## config.mk

```make
export PLATFORM = sky130hd
export DESIGN_NAME = quoted_token_splitter_core
export DESIGN_NICKNAME = d
export VERILOG_FILES = /design/src/sv/qts_pkg.sv /design/src/sv/qts_scan.sv /design/src/sv/qts_outq.sv /design/src/sv/quoted_token_splitter_core.sv
export SDC_FILE = /design/constraint.sdc
export NUM_CORES = 1
export LEC_CHECK = 0
export CORE_MARGIN = 3
export CORE_UTILIZATION = 41
export CTS_CLUSTER_DIAMETER = 80
export DETAILED_ROUTE_END_ITERATION = 7
export DONT_BUFFER_PORTS = 1
export PLACE_DENSITY_LB_ADDON = 0.3
export SYNTH_ARGS = -nofsm -noshare
export SYNTH_HDL_FRONTEND = slang
export SYNTH_SLANG_ARGS = --single-unit
```

## constraint.sdc

```tcl
create_clock -name i_clk -period 2.99 [get_ports i_clk]
set_input_delay 0.299 -clock i_clk [delete_from_list [all_inputs] [get_ports i_clk]]
set_output_delay 0.299 -clock i_clk [all_outputs]
set_load 0.01 [all_outputs]
```

## src/sv/qts_pkg.sv

```systemverilog
`timescale 1ns / 1ps
// qts_pkg: types, codes and helpers shared by the quoted token splitter.
// No dependencies.
package qts_pkg;

    localparam int unsigned QUEUE_DEPTH = 4;
    localparam int unsigned QUEUE_AW    = $clog2(QUEUE_DEPTH);
    localparam int unsigned QUEUE_CW    = $clog2(QUEUE_DEPTH + 1);

    localparam logic [7:0] CH_SLASH   = 8'h2F;
    localparam logic [7:0] CH_NL      = 8'h0A;
    localparam logic [7:0] CH_SPACE   = 8'h20;
    localparam logic [7:0] CH_DQUOTE  = 8'h22;
    localparam logic [7:0] CH_SQUOTE  = 8'h27;
    localparam logic [7:0] CH_NUL     = 8'h00;

    localparam logic KIND_BYTE = 1'b0;
    localparam logic KIND_END  = 1'b1;

    localparam logic CFG_HIGH_SEP = 1'b0;
    localparam logic CFG_COMMENTS = 1'b1;

    typedef enum logic [2:0] {
        MODE_IDLE  = 3'd0,
        MODE_SLASH = 3'd1,
        MODE_COMM  = 3'd2,
        MODE_PLAIN = 3'd3,
        MODE_QUOTE = 3'd4
    } t_mode;

    typedef struct packed {
        logic [7:0] text_byte;
        logic       end_of_text;
    } t_in_beat;

    typedef struct packed {
        logic       item_kind;
        logic [7:0] token_char;
        logic       from_quotes;
        logic       run_last;
    } t_out_beat;

    typedef struct packed {
        logic high_bytes_separate;
        logic comments_enabled;
    } t_cfg;

    typedef struct packed {
        logic [1:0] cnt;
        t_out_beat  r0;
        t_out_beat  r1;
    } t_scan_res;

    function automatic logic is_sep(input logic [7:0] b, input logic hi_sep);
        return (b <= CH_SPACE) || (b[7] && hi_sep);
    endfunction

    function automatic t_out_beat mk_beat(input logic kind, input logic [7:0] ch,
                                          input logic q);
        t_out_beat r;
        r.item_kind   = kind;
        r.token_char  = (kind == KIND_END) ? CH_NUL : ch;
        r.from_quotes = q;
        r.run_last    = 1'b0;
        return r;
    endfunction

endpackage

```

## src/sv/qts_scan.sv

```systemverilog
`timescale 1ns / 1ps
// qts_scan: scan state register and per-byte decode into up to two results.
// Depends on qts_pkg.
module qts_scan
    import qts_pkg::*;
(
    input  logic      i_clk,
    input  logic      i_rst_n,
    input  logic      i_accept,
    input  t_in_beat  i_beat,
    input  t_cfg      i_cfg,
    output t_scan_res o_res
);

    t_mode     r_mode, n_mode;
    logic      r_quote, n_quote;
    t_scan_res res;
    logic      sep;
    logic [7:0] b;

    assign b   = i_beat.text_byte;
    assign sep = is_sep(b, i_cfg.high_bytes_separate);

    always_ff @(posedge i_clk) begin
        if (!i_rst_n) begin
            r_mode  <= MODE_IDLE;
            r_quote <= 1'b0;
        end else if (i_accept) begin
            r_mode  <= n_mode;
            r_quote <= n_quote;
        end
    end

    always_comb begin
        n_mode  = r_mode;
        n_quote = r_quote;
        res.cnt = 2'd0;
        res.r0  = mk_beat(KIND_END, CH_NUL, 1'b0);
        res.r1  = mk_beat(KIND_END, CH_NUL, 1'b0);
        if (i_beat.end_of_text) begin
            unique case (r_mode)
                MODE_PLAIN: begin
                    res.cnt = 2'd1;
                end
                MODE_QUOTE: begin
                    res.cnt = 2'd1;
                    res.r0  = mk_beat(KIND_END, CH_NUL, 1'b1);
                end
                MODE_SLASH: begin
                    res.cnt = 2'd2;
                    res.r0  = mk_beat(KIND_BYTE, CH_SLASH, 1'b0);
                end
                default: ;
            endcase
            n_mode  = MODE_IDLE;
            n_quote = 1'b0;
        end else begin
            unique case (r_mode)
                MODE_SLASH: begin
                    if (i_cfg.comments_enabled && b == CH_SLASH) begin
                        n_mode = MODE_COMM;
                    end else begin
                        res.cnt = 2'd2;
                        res.r0  = mk_beat(KIND_BYTE, CH_SLASH, 1'b0);
                        if (sep) begin
                            n_mode = MODE_IDLE;
                        end else begin
                            res.r1 = mk_beat(KIND_BYTE, b, 1'b0);
                            n_mode = MODE_PLAIN;
                        end
                    end
                end
                MODE_COMM: begin
                    if (b == CH_NL) n_mode = MODE_IDLE;
                end
                MODE_PLAIN: begin
                    res.cnt = 2'd1;
                    if (sep) begin
                        n_mode = MODE_IDLE;
                    end else begin
                        res.r0 = mk_beat(KIND_BYTE, b, 1'b0);
                    end
                end
                MODE_QUOTE: begin
                    res.cnt = 2'd1;
                    if (b == CH_NUL || b == (r_quote ? CH_SQUOTE : CH_DQUOTE)) begin
                        res.r0 = mk_beat(KIND_END, CH_NUL, 1'b1);
                        n_mode = MODE_IDLE;
                    end else begin
                        res.r0 = mk_beat(KIND_BYTE, b, 1'b1);
                    end
                end
                default: begin
                    n_mode = MODE_IDLE;
                    if (sep) begin
                        n_mode = MODE_IDLE;
                    end else if (b == CH_SLASH && i_cfg.comments_enabled) begin
                        n_mode = MODE_SLASH;
                    end else if (b == CH_DQUOTE || b == CH_SQUOTE) begin
                        n_quote = (b == CH_SQUOTE);
                        n_mode  = MODE_QUOTE;
                    end else begin
                        res.cnt = 2'd1;
                        res.r0  = mk_beat(KIND_BYTE, b, 1'b0);
                        n_mode  = MODE_PLAIN;
                    end
                end
            endcase
        end
        if (res.cnt == 2'd1) res.r0.run_last = 1'b1;
        if (res.cnt == 2'd2) res.r1.run_last = 1'b1;
        if (!i_accept) res.cnt = 2'd0;
    end

    assign o_res = res;

`ifndef ASSERT_OFF
    a_two_only_from_slash: assert property (@(posedge i_clk) disable iff (!i_rst_n)
        o_res.cnt == 2'd2 |-> r_mode == MODE_SLASH)
        else $error("two results outside held slash");
    a_eot_resets: assert property (@(posedge i_clk) disable iff (!i_rst_n)
        (i_accept && i_beat.end_of_text) |=> (r_mode == MODE_IDLE && !r_quote))
        else $error("end of text did not return to idle");
    a_comment_silent: assert property (@(posedge i_clk) disable iff (!i_rst_n)
        r_mode == MODE_COMM |-> o_res.cnt == 2'd0)
        else $error("result emitted inside comment");
`endif

endmodule

```

## src/sv/qts_outq.sv

```systemverilog
`timescale 1ns / 1ps
// qts_outq: small result queue, up to two writes and one read per cycle, reads held by i_stall.
// Depends on qts_pkg.
module qts_outq
    import qts_pkg::*;
(
    input  logic      i_clk,
    input  logic      i_rst_n,
    input  t_scan_res i_res,
    output logic      o_full,
    output logic      o_valid,
    input  logic      i_stall,
    output t_out_beat o_data
);

    t_out_beat             r_q [QUEUE_DEPTH];
    logic [QUEUE_AW-1:0]   r_wr, r_rd;
    logic [QUEUE_CW-1:0]   r_count, n_count;
    logic [QUEUE_AW-1:0]   wr1;
    logic                  pop;

    assign wr1     = r_wr + QUEUE_AW'(1);
    assign o_valid = (r_count != '0);
    assign o_data  = r_q[r_rd];
    assign pop     = o_valid && !i_stall;
    assign o_full  = (r_count > QUEUE_CW'(QUEUE_DEPTH - 2));
    assign n_count = r_count + QUEUE_CW'(i_res.cnt) - QUEUE_CW'(pop);

    always_ff @(posedge i_clk) begin
        if (i_res.cnt != 2'd0) r_q[r_wr] <= i_res.r0;
        if (i_res.cnt == 2'd2) r_q[wr1]  <= i_res.r1;
    end

    always_ff @(posedge i_clk) begin
        if (!i_rst_n) begin
            r_wr    <= '0;
            r_rd    <= '0;
            r_count <= '0;
        end else begin
            r_wr    <= r_wr + QUEUE_AW'(i_res.cnt);
            r_rd    <= r_rd + QUEUE_AW'(pop);
            r_count <= n_count;
        end
    end

`ifndef ASSERT_OFF
    a_no_overflow: assert property (@(posedge i_clk) disable iff (!i_rst_n)
        i_res.cnt != 2'd0 |-> r_count + QUEUE_CW'(i_res.cnt) <= QUEUE_CW'(QUEUE_DEPTH))
        else $error("result queue overflow");
    a_push_shows: assert property (@(posedge i_clk) disable iff (!i_rst_n)
        (r_count == '0 && i_res.cnt != 2'd0) |=> o_valid)
        else $error("pushed result not presented");
    a_ptr_gap: assert property (@(posedge i_clk) disable iff (!i_rst_n)
        r_count <= QUEUE_CW'(QUEUE_DEPTH))
        else $error("queue count out of range");
`endif

endmodule

```

## src/sv/quoted_token_splitter_core.sv

```systemverilog
`timescale 1ns / 1ps
// quoted_token_splitter_core: top level, configuration registers, scanner and result queue.
// Depends on qts_pkg, qts_scan, qts_outq.
//
//  channel | direction | handshake                 | payload
//  --------+-----------+---------------------------+-------------------------
//  in      | input     | i_in_valid / o_in_stall   | i_in_data  (t_in_beat)
//  out     | output    | o_out_valid / i_out_stall | o_out_data (t_out_beat)
//  cfg     | input     | i_cfg_we                  | i_cfg_index, i_cfg_data
//
// One byte is accepted per cycle unless stalled; it gives zero, one or two result beats.
// Results of an accepted byte are registered in the queue, shown once earlier ones are read.
// The four-entry result queue sets the rate: stall rises once fewer than
// two entries are free, so bytes yielding two results run at the output rate.
// Reset is synchronous and returns to idle between tokens with both options on.
module quoted_token_splitter_core
    import qts_pkg::*;
(
    input  logic      i_clk,
    input  logic      i_rst_n,
    input  logic      i_in_valid,
    output logic      o_in_stall,
    input  t_in_beat  i_in_data,
    output logic      o_out_valid,
    input  logic      i_out_stall,
    output t_out_beat o_out_data,
    input  logic      i_cfg_we,
    input  logic      i_cfg_index,
    input  logic      i_cfg_data
);

    t_cfg      r_cfg;
    t_scan_res res;
    logic      full;
    logic      accept;

    assign o_in_stall = full;
    assign accept     = i_in_valid && !full;

    always_ff @(posedge i_clk) begin
        if (!i_rst_n) begin
            r_cfg.high_bytes_separate <= 1'b1;
            r_cfg.comments_enabled    <= 1'b1;
        end else if (i_cfg_we) begin
            unique case (i_cfg_index)
                CFG_HIGH_SEP: r_cfg.high_bytes_separate <= i_cfg_data;
                CFG_COMMENTS: r_cfg.comments_enabled    <= i_cfg_data;
                default: ;
            endcase
        end
    end

    qts_scan u_scan (
        .i_clk   (i_clk),
        .i_rst_n (i_rst_n),
        .i_accept(accept),
        .i_beat  (i_in_data),
        .i_cfg   (r_cfg),
        .o_res   (res)
    );

    qts_outq u_outq (
        .i_clk   (i_clk),
        .i_rst_n (i_rst_n),
        .i_res   (res),
        .o_full  (full),
        .o_valid (o_out_valid),
        .i_stall (i_out_stall),
        .o_data  (o_out_data)
    );

endmodule
```

==> flow_summary.ini <==
[worst_setup_path]
worstPathRequired_ns = 3.23
startpoint_type = flip-flop
timing.critical_path.max_delay_family = adder cells
end_kind = flip-flop
critPathArrivalTime_ns = 2.95
regToRegStartpoint = r_cfg[1]$_SDFFE_PN1P_
crit_start = r_cfg[1]$_SDFFE_PN1P_
cp_cell_sequence = a211oi_2 -> a31oi_1 -> o311a_1 -> nor2_1 -> inv_1 -> ha_1 -> inv_1 -> ha_1 -> fa_1 -> xnor2_1 -> xnor2_1 -> and2_1
cp_slowest_stage_delay_ns = 0.39
worstPathMaxFanout = 5
cp_num_buf_inv = 2
crit_type = flip-flop to flip-flop
critPathSlowestCell = fa_1

[floorplanning]
start_util = 0.436
core_sq_mm = 0.00702
die_w_um = 92.4
rows = 30
dieArea_sq_mm = 0.00853
io_pins = 29
die_y_um = 92.4

[final_layout]
layout_commonest_cell = edfxtp_1
layout_common_cells = edfxtp_1 (40), and2_1 (19), dfxtp_1 (17)
nNetsFinal = 300
final_cells = 379
nFillCells = 669
syn2layout_area_growth_pct = 11.6
diodes = 0
drive_above_1_share = 0.166

[detailed_routing]
drt_iter0_drc = 158
wl_per_cell_um = 18.5
drc = 0
first_pass_iters = 4
num_vias = 2174
drt.antenna.violating_nets = 0
via_per_inst = 5.74
routed_wl_um = 7030

[clock_network]
cts.sinks = 57
cts_setup_buffers = 0
cts-root-buf = clkbuf_8
path_clk_slew_ns = 0.07
cts.path.max_buffers = 2
cts_tree = built
cts_inserted_buffers = 9
clkLatencyLatePin_ns = 0.34
h-tree-depth = 3

[logic_synthesis]
synthCells = 268
synth-edff-count = 40
async_reset_ff_frac = 0
yosys-top-cells-area = edfxtp_1 (39%), dfxtp_1 (11%), mux4_2 (8.1%)
yosysWarnings = 0
synth_top_area_share = 0.393
syn_nets = 290
ys_ff_latch = 57
yosys_most_used_dff = edfxtp_1
synth_area_leader_cell = edfxtp_1
netlist_area_sq_mm = 0.00306
avgSynthCellArea_sq_um = 11.4
synth.distinct_cells = 51
ys_seq_area_frac = 0.504

[power]
ir_drop_mv = 0.257
p_per_area_mw_per_mm2 = 626
power.total_mw = 2.14
power_switching_uw = 625
combPwrFrac = 0.222
power_frac_seq = 0.456
power.share.clock = 0.322
leakage_nw = 1.32
netSwitchingFraction = 0.293
intPower_mw = 1.51

[sta]
final-setup-viol-count = 0
period_needed_ns = 2.72
setup_tns_ns = 0
worstMarginPinSlew_ns = 0.805
slew_viol_final = 0
setup_ws_ns = 0.275
max_freq_mhz = 368
finalCritPeriodShare = 0.908
clock_skew_ns = 0.00564
hold_viol = 0
rsz0062_at_grt = false
slew_headroom = 0.463

[global_route]
grt_pass1_vias = 2128
antenna_found_initial = 0
grt_pass1_wl_um = 11400
grt_max_degree = 15
grt-ovfl-total = 0
gr-usage-all-layers = 0.178

[worst_hold_path]
worstHoldStart = i_rst_n
hold_class = input pin to flip-flop

[placement]
dpl_worst_slack_ns = 0.141
place_congestion = 0.827
hpwl_um = 5150
portBuffers = 0
dp_cells = 363

[outcome]
outcome = finished, final reports clean

[run]
maxCapViolCount = 0
[registers in the layout, summed over array words and instances, names as in the netlist]
| signal | flops |
|---|---|
| u_outq.r_q | 44 |
| u_outq.r_count | 3 |
| u_outq.r_rd | 2 |
| u_scan.r_quote | 1 |
| r_cfg | 2 |
| u_scan.r_mode | 3 |
| u_outq.r_wr | 2 |
[per-layer routing]
layer,global-route usage,up-vias,wire length [um]
li1,-,1037,-
met1,0.233,1061,2990
met2,0.285,68,3470
met3,0.0544,8,483
met4,0.0520,0,82
met5,0,-,0
[power groups by stage]
| stage | Sequential (mW) | Clock, mW | Combinational [mW] |
|---|---|---|---|
| 6_report | 0.974 | 0.688 | 0.474 |
| 5_1_grt | 0.992 | 0.741 | 0.531 |
| 2_1_floorplan | 0.934 | 0 | 0.445 |
| 4_1_cts | 0.981 | 0.707 | 0.482 |
| 3_3_place_gp | 0.992 | 0 | 0.469 |
| 3_5_place_dp | 0.999 | 0 | 0.480 |
[path summary, 6_finish.rpt]
check / endpoint / slack, ns / cells past startpoint
min reg2reg: r_cfg[0]$_SDFFE_PN1P_ / 0.52 / 2
max reg2reg: u_outq.r_count[2]$_SDFF_PN0_ / 0.27 / 12
min: r_cfg[1]$_SDFFE_PN1P_ / 0.02 / 1
max: u_outq.r_count[2]$_SDFF_PN0_ / 0.27 / 12
[cell usage after synthesis, types with 2 or more instances]
master	count
and3_1	4
edfxtp_1	40
nand4_1	2
o22ai_1	9
nor2b_1	8
nor4_1	2
o21a_1	5
o211ai_1	3
nand3b_1	4
inv_1	11
a21oi_1	5
dfxtp_1	17
and4_1	2
nor2_1	12
nand3_1	4
o21ai_0	13
xor2_1	2
xnor2_1	4
mux2i_1	2
ha_1	5
nor3_1	9
a211oi_1	2
mux4_2	11
nand2_1	15
nand2b_1	2
clkbuf_1	11
a21o_1	15
or3_1	3
a31oi_1	5
and2_1	19
buf_2	2
[layout make-up]
class                   count  area, sq um  area share
flip-flops and latches     57         1540       0.452
multi-input cells         186         1430       0.418
clock buffers              10          128      0.0374
well taps                  96          120      0.0352
repair buffers             13         97.6      0.0286
clock inverters             6         58.8      0.0172
inverters                  11         41.3      0.0121
[per-stage QoR]
stage | area [sq um] | hold slack [ns] | util
6_report | 3410 | 0.0213 | 0.486
5_1_grt | 3410 | 0.000819 | 0.486
4_1_cts | 3410 | 0.00361 | 0.485
3_5_place_dp | 3220 | 0.367 | 0.459
3_3_place_gp | 3220 | 0.363 | 0.459
2_1_floorplan | 3060 | 0.424 | -
[cell families (layout without fill, tap and decap cells)]
group,Yosys count,count (layout),synth area share
AND/OR/NAND/NOR,92,92,0.176
adder cells (fa/ha/maj),6,6,0.0270
AO/OA/AOI/OAI,69,69,0.157
XOR/XNOR,6,6,0.0172
multiplexers,13,13,0.0876
flip-flops,57,57,0.504
buffers and inverters,25,40,0.0315
[what timing repair did]
action,CTS,global route
hold buffers,0,0
resized for setup,0,1
setup endpoints to repair,0,1
No activity file was read; power rests on OpenSTA's default activity.
